**src/sv/rss_pkg.sv**
```systemverilog
`default_nettype none

package rss_pkg;

  localparam int STACK_DEPTH = 64;
  localparam int LVL_W       = $clog2(STACK_DEPTH + 1);
  localparam int GRP_SIZE    = 8;
  localparam int NUM_GRPS    = (STACK_DEPTH + GRP_SIZE - 1) / GRP_SIZE;
  localparam int NUM_SLOTS   = NUM_GRPS * GRP_SIZE;

  localparam logic [1:0] OP_PUSH   = 2'd0;
  localparam logic [1:0] OP_POP    = 2'd1;
  localparam logic [1:0] OP_SEARCH = 2'd2;
  localparam logic [1:0] OP_CLEAR  = 2'd3;

  localparam logic [1:0] ST_OK      = 2'd0;
  localparam logic [1:0] ST_EMPTY   = 2'd1;
  localparam logic [1:0] ST_FULL    = 2'd2;
  localparam logic [1:0] ST_MISSING = 2'd3;

  typedef struct packed {
    logic signed [31:0] code;
    logic [7:0]         age;
  } rec_t;

  typedef struct packed {
    logic push;
    logic pop;
    logic cmp;
  } cell_ctl_t;

  typedef struct packed {
    logic [1:0]         op;
    logic signed [31:0] item_code;
    logic [7:0]         item_age;
  } in_t;

  typedef struct packed {
    logic [1:0]         status;
    logic signed [31:0] out_code;
    logic [7:0]         out_age;
    logic [6:0]         depth_now;
    logic               is_empty;
    logic [6:0]         even_ages;
    logic [6:0]         odd_ages;
  } out_t;

endpackage

`default_nettype wire

```
**src/sv/rss_cell.sv**
```systemverilog
`default_nettype none

module rss_cell import rss_pkg::*; (
  input  wire logic               clk,
  input  wire cell_ctl_t          ctl,
  input  wire rec_t               above,
  input  wire rec_t               below,
  input  wire logic signed [31:0] key,
  input  wire logic               in_use,
  output rec_t                    rec,
  output logic                    hit
);

  always_ff @(posedge clk) begin
    if (ctl.push) begin
      rec <= above;
    end else if (ctl.pop) begin
      rec <= below;
    end
    if (ctl.cmp) begin
      hit <= in_use && (rec.code == key);
    end
  end

endmodule

`default_nettype wire

```
**config.mk**
```make
export PLATFORM = sky130hd
export DESIGN_NAME = rss_cell
export DESIGN_NICKNAME = d
export VERILOG_FILES = /design/src/sv/rss_pkg.sv /design/src/sv/rss_cell.sv
export SDC_FILE = /design/constraint.sdc
export NUM_CORES = 1
export LEC_CHECK = 0
export BUFFER_PORTS_ARGS = -buffer_cell sky130_fd_sc_hd__buf_2
export CAP_MARGIN = 20
export CELL_PAD_IN_SITES_DETAIL_PLACEMENT = 1
export CELL_PAD_IN_SITES_GLOBAL_PLACEMENT = 1
export CORE_UTILIZATION = 29
export DETAILED_ROUTE_END_ITERATION = 6
export GPL_TIMING_DRIVEN = 0
export PLACE_DENSITY_LB_ADDON = 0.1
export SYNTH_ARGS = -nofsm -noshare
export SYNTH_HDL_FRONTEND = slang
export SYNTH_SLANG_ARGS = --single-unit
```
**constraint.sdc**
```tcl
create_clock -name clk -period 2.2 [get_ports clk]
set_input_delay 0.33 -clock clk [delete_from_list [all_inputs] [get_ports clk]]
set_output_delay 0.33 -clock clk [all_outputs]
set_load 0.005 [all_outputs]
```
==> qor.txt <==
Max_cap viols = 0
Clk_lat worst skew = 0.29 ns
Via count = 1729
DRT iter0 DRCs = 45
Vias in the first global route = 1900
DRC errors left = 0
Hold Crit Class = primary input to flip-flop
Clock Tree Buf Depth = 2
Relative slew slack = 0.336
Synth Instances = 131
CTS tree = done
Share of cells above drive strength 1 = 0.704
Dominant cell type by area after synthesis = edfxtp_1
Post-cts sizing count = 0
Htree depth = 2
Overflow after GRT = 0
Pwr dens = 608 nW/um^2
CP endpoint kind = flip-flop
Row count = 30
Final Util = 0.446
Crit path from = ctl[2]
First-pass GRT wire length = 8.82 mm
Max incr delay on CP = 0.83 ns
Multi-input gate area in the final layout = 812 um^2
Hold bufs inserted after CTS = 0
Power, Total = 1.85 mW
TNS Setup = 0 ns
Setup Buffers After CTS = 0
Synth Warn # = 0
Fill count = 784
Post-Syn Area = 2070 um^2
Largest net degree at the start of global routing = 41
Design Area, Final = 3040 um^2
Drt pass-1 iters = 4
Initial Utilization = 0.303
Final std cells w/o fill = 390
Die area = 7470 um^2
Critical-path cell list = clkbuf_1, buf_2, or2_2
Fin worst setup slack = 0.447 ns
Final wirelength = 5.80 mm
Slowest-stage cell, CP = or2_2
Commonest non-fill, non-tap cells in the layout = buf_2, edfxtp_1, mux2_2
Final Wtd Congestion = 0.675
CTS Buf Count = 5
Wire per inst = 14.9 um
Post-synth net total = 248
Die Y = 86.4 um
Period utilisation layout = 0.797
Synth area leaders = edfxtp_1, mux2_2, xor2_1, nor4_1, buf_2
I/O Buffers = 156
Run status = finished, final reports clean
Clk slew on worst S/H paths = 0.08 ns
Yosys cell types = 12
CP arrival = 1.67 ns
Vias per Instance = 4.43
Total track usage = 0.158
CTS Sinks = 41
HP Start = ctl[0]
Reg-to-reg startpoint = rec[28]
RSZ-0062 raised after global routing = no
F_max = 0.570 GHz
Top cell type's share of synthesized area = 0.596
CP top delay family = simple AND/OR/NAND/NOR gates
Slew Limit Fails = 0
Crit path buf inv count = 2
Worst-Margin Slew = 0.997 ns
R2R setup slack = 0.68 ns
Final setup fails = 0
Initial antenna violation count = 0
LEAKAGE = 1.39 nW
Final hold slack = 0.238 ns
Register area share after synthesis = 0.596
Area after DPL = 2970 um^2
CTS root buf = clkbuf_8
#FFs+latches synth = 41
Syn Area/Cell = 15.8 um^2
Worst-path fanout max = 40
Area growth from synthesis to layout = 47.3%
Register area = 1230 um^2
Ports = 158
Tmin final = 1.75 ns
WP data required = 2.12 ns
Commonest non-fill, non-tap cell in the layout = buf_2
Place WS = 0.0738 ns
Dpl hpwl = 4.65 mm
Setup CP Type = primary input to flip-flop
Final ANT Viol Nets = 0
Nets = 411
Core area = 6830 um^2
Diode count = 0
Placed cell count = 383
Die X = 86.4 um
Final hold violation count = 0
Post-Route Skew = 0.00483 ns
Max VDD drop = 210 uV
Startpoint Class = primary input
cells by family after synthesis:
logic type                synth area share
muxes                                0.218
xor gates and xnor gates             0.136
and+or+nand+nor                     0.0393
DFF                                  0.596
buffers and inverters               0.0115
area by class of cell:
| cell class | count | share of cell area |
|---|---|---|
| sequential | 41 | 0.404 |
| tap | 96 | 0.0395 |
| buffer | 5 | 0.00781 |
| clock buffer | 6 | 0.0238 |
| timing repair buffer | 156 | 0.256 |
| clock inverter | 1 | 0.00123 |
| multi-input combinational | 85 | 0.267 |
final timing paths:
path / to / cells after the start
worst max-delay path: rec[27] / 3
worst min-delay path: hit / 1
worst max register to register: hit / 4
worst min register to register: hit / 3
registers in the layout, indices dropped and copies added (netlist names):
name,flops
hit,1
rec,40
power by group:
part           internal (mW)  switching (mW)
registers              0.960          0.0454
clock network          0.215           0.261
logic                  0.218           0.151
metal layers:
layer	up-vias	GRT usage	part of all wire
met1	817	0.166	0.36
met2	91	0.297	0.53
met5	-	0	0
met3	6	0.0571	0.096
li1	815	-	-
met4	0	0.0455	0.0076
synthesized netlist by cell type (all sizes together):
| cell type | instances |
|---|---|
| nand4 | 1 |
| nor4 | 7 |
| buf | 4 |
| edfxtp | 41 |
| mux2 | 40 |
| xnor2 | 1 |
| nor3 | 2 |
| xor2 | 31 |
| clkbuf | 1 |
| or2 | 1 |
| nand3 | 2 |
No activity file was read; power rests on OpenSTA's default activity.
