`config.mk`:
```
export PLATFORM = sky130hd
export DESIGN_NAME = rss_group
export DESIGN_NICKNAME = d
export VERILOG_FILES = /design/src/sv/rss_pkg.sv /design/src/sv/rss_group.sv
export SDC_FILE = /design/constraint.sdc
export NUM_CORES = 1
export LEC_CHECK = 0
export BUFFER_PORTS_ARGS = -buffer_cell sky130_fd_sc_hd__buf_2
export CAP_MARGIN = 25
export CORE_AREA = 2 2 143 145
export DETAILED_ROUTE_END_ITERATION = 10
export DIE_AREA = 0 0 145 147
export PLACE_DENSITY = 0.45
export RECOVER_POWER = 100
export SYNTH_ARGS = -nofsm -noshare
export SYNTH_HDL_FRONTEND = slang
export SYNTH_SLANG_ARGS = --single-unit
```
`constraint.sdc`:
```
create_clock -name clk -period 2.72 [get_ports clk]
set_input_delay 0 -clock clk [delete_from_list [all_inputs] [get_ports clk]]
set_output_delay 0 -clock clk [all_outputs]
set_load 0.01 [all_outputs]
```
`src/sv/rss_pkg.sv`:
```
`default_nettype none

package rss_pkg;

  localparam int STACK_DEPTH = 64;
  localparam int LVL_W       = $clog2(STACK_DEPTH + 1);
  localparam int GRP_SIZE    = 8;
  localparam int NUM_GRPS    = (STACK_DEPTH + GRP_SIZE - 1) / GRP_SIZE;
  localparam int NUM_SLOTS   = NUM_GRPS * GRP_SIZE;

  localparam logic [1:0] OP_PUSH   = 2'd0;
  localparam logic [1:0] OP_POP    = 2'd1;
  localparam logic [1:0] OP_SEARCH = 2'd2;
  localparam logic [1:0] OP_CLEAR  = 2'd3;

  localparam logic [1:0] ST_OK      = 2'd0;
  localparam logic [1:0] ST_EMPTY   = 2'd1;
  localparam logic [1:0] ST_FULL    = 2'd2;
  localparam logic [1:0] ST_MISSING = 2'd3;

  typedef struct packed {
    logic signed [31:0] code;
    logic [7:0]         age;
  } rec_t;

  typedef struct packed {
    logic push;
    logic pop;
    logic cmp;
  } cell_ctl_t;

  typedef struct packed {
    logic [1:0]         op;
    logic signed [31:0] item_code;
    logic [7:0]         item_age;
  } in_t;

  typedef struct packed {
    logic [1:0]         status;
    logic signed [31:0] out_code;
    logic [7:0]         out_age;
    logic [6:0]         depth_now;
    logic               is_empty;
    logic [6:0]         even_ages;
    logic [6:0]         odd_ages;
  } out_t;

endpackage

`default_nettype wire

```
`src/sv/rss_group.sv`:
```
`default_nettype none

module rss_group import rss_pkg::*; (
  input  wire logic                      clk,
  input  wire rec_t [GRP_SIZE-1:0]       recs,
  input  wire logic [GRP_SIZE-1:0]       hits,
  output rec_t                           pick,
  output logic                           any
);

  rec_t sel_rec;
  logic sel_hit;

  // lowest index is nearest the top
  always_comb begin
    sel_rec = '0;
    sel_hit = 1'b0;
    for (int i = GRP_SIZE - 1; i >= 0; i--) begin
      if (hits[i]) begin
        sel_rec = recs[i];
        sel_hit = 1'b1;
      end
    end
  end

  always_ff @(posedge clk) begin
    pick <= sel_rec;
    any  <= sel_hit;
  end

endmodule

`default_nettype wire

```
==> impl_metrics.ini <==
[clocking]
cts_buffers = 5
clkTransAtPathRegs_ps = 70
cts_tree = yes
cts_max_level = 2
clock_path_buffers = 2
clockRootBuffer = clkbuf_16
cts.sinks = 41

[drt]
vias = 5186
final_antenna_net_count = 0
drt-total-wl_um = 21000
route.detailed.drc = 0
drtPass1Iterations = 5
vias_per_cell = 4.85
avgRoutedWirePerCell_um = 19.7
drtIter0Drc = 149

[timing]
finalMaxSlewViolations = 0
grt_setup_unrepaired = no
max_slew_margin_pct = 19.9
worstMarginPinSlew_ps = 1200
fin_crit_ps = 2010
setup_viol = 0
post-route-worst-setup-slack_ps = 711
period_share_pct = 73.9
finalHoldViolations = 0
fin_setup_tns_ps = 0
fmax_mhz = 498

[cells_and_area]
finalNetCount = 1127
layoutNonFillerInstCount = 1069
seq_area_um2 = 821
layout_commonest_cell = buf_2
drive_above_1_share_pct = 44.0
fillCellCount = 2180
multi_input_area_mm2 = 0.00208
mostFrequentLayoutCells = buf_2, dlygate4sd3_1, a22oi_1
area_growth_pct = 88.0

[grt]
busiest_layer = met2
grt_pass1_vias = 5364
use_met1_pct = 21.8
grt_pass1_wl_um = 30800
grt_max_degree = 33
grtUsageMet2_pct = 33.1
grt-ovfl-total = 0
use_met3_pct = 4.84
grt_antenna_before_repair = 2
track_usage_pct = 18.8

[pwr]
combPwrFrac_pct = 35.3
power_frac_seq_pct = 31.5
p_int_mw = 1.47
power_density_mw_per_mm2 = 366
vdd_ir_drop_max_mv = 0.182
p_sw_uw = 686
p_leak_nw = 2.64
netSwitchingFraction_pct = 31.7
clkPwrFrac_pct = 33.2

[critical_path]
crit_fanout = 14
cp_num_buf_inv = 3
path_class = in2reg
cpMaxStageDelayCell = dlygate4sd3_1
slowest_delay_ps = 550
cp_top_family = buffers and inverters
crit_arrival_ps = 2250
critPathLaunchType = input pin
crit_path_frequent_cell = dlygate4sd3_1
cp.required_ps = 2960
crit_path_end_kind = flip-flop
path_cells = dlygate4sd3_1 -> clkbuf_1 -> nor2b_1 -> nor2b_4 -> a221oi_1 -> o21ai_0 -> dlygate4sd3_1
cp-startpoint = hits[7]

[floorplanning]
die_w_um = 145
ios = 370
die_area_mm2 = 0.0213
coreArea_mm2 = 0.0198
initial_core_util_pct = 15.8
row_count = 52
die_h_um = 147

[place]
dp_cells = 1000
preCtsSetupSlack_ps = 876
io_buffers = 369
dp_hpwl_um = 15600
globalplace.congestion = 0.854

[logic_synthesis]
synthesis.instances = 396
syn_avg_cell_area_um2 = 7.93
syn_area_mm2 = 0.00314
ys_seq_area_share_pct = 26.1
ys_warn_count = 0
synth_cell_types = 32
ys_seq_elements = 41
syn_nets = 725

[flow_run]
cap_violations = 0

[hold_path]
min_from = recs[40]
hold_class = in2reg

[run_status]
status = completed
==> tightest hold or removal path: cells and delay by family <==
kind,cells,cell delay (ps)
AOI/OAI and AO/OA,2,160
buffers and inverters,1,90
==> per-layer routing <==
metal  routed length, um  share of wire, %
met5                  16             0.076
met2               10500                50
met1                8230                39
met3                1640               7.8
met4                 663               3.2
==> stage by stage <==
stage	area, um^2	total power, mW	utilization (%)	hold WS [ps]
6_report	5900	2.16	29.7	11.0
5_1_grt	5900	2.28	29.7	20.0
4_1_cts	5960	2.21	30.0	0.251
3_5_place_dp	5190	1.39	26.2	234
3_3_place_gp	5190	1.39	26.2	226
2_1_floorplan	3140	0.984	-	123
==> worst paths after layout <==
kind | to | slack, ps | cells past startpoint
hold / removal | pick[0]$_DFF_P_ | 10 | 3
setup / recovery | pick[16]$_DFF_P_ | 710 | 7
==> power by group through the flow <==
| stage | Clock (mW) | Sequential, mW | Combinational (mW) |
|---|---|---|---|
| floorplan | 0 | 0.722 | 0.263 |
| global placement | 0 | 0.695 | 0.699 |
| detailed placement | 0 | 0.692 | 0.697 |
| CTS | 0.752 | 0.679 | 0.780 |
| global route | 0.761 | 0.686 | 0.831 |
| finish | 0.718 | 0.681 | 0.762 |
==> synthesized netlist by cell type, drive strengths merged <==
master   count  area (um^2)
a221o       25          250
a221oi      14          123
clkbuf      20         75.1
a22oi       53          398
buf         26          154
nand2       34          128
a211oi       1         7.51
o22ai       25          156
and3         1         6.26
nand4        1         6.26
nand3        1         5.00
or2          1         6.26
a21oi        4         20.0
a31oi       25          156
o211ai      14          105
o31ai        1         7.51
or2b        11         82.6
nor2         5         28.8
inv          4         15.0
o21ai       30          150
dfxtp       41          821
nand2b      14         87.6
nand3b       1         7.51
nor2b       20          133
o2111ai     24          210
==> kinds of logic after synthesis <==
family / share of synthesized area [%]
AO/OA/AOI/OAI: 50.5
AND/OR/NAND/NOR: 15.6
buffers and inverters: 7.77
flip-flops: 26.1
==> state kept, by name, indices dropped and copies added (netlist names) <==
signal / count
any: 1
pick: 40
==> area by class of cell <==
type                            instances  share of cell area (%)
Timing Repair Buffer                  441                    42.1
Multi-Input combinational cell        305                    35.2
Sequential cell                        41                    13.9
Tap cell                              270                    5.72
Clock buffer                            5                    2.12
Clock inverter                          2                   0.593
Inverter                                4                   0.254
Antenna cell                            1                  0.0424
==> timing repair <==
action | 4_1_cts | 5_1_grt
resized for setup | 0 | 0
hold endpoints to repair | 35 | 0
setup buffers | 0 | 0
hold buffers | 61 | 0
No activity file was read; power rests on OpenSTA's default activity.
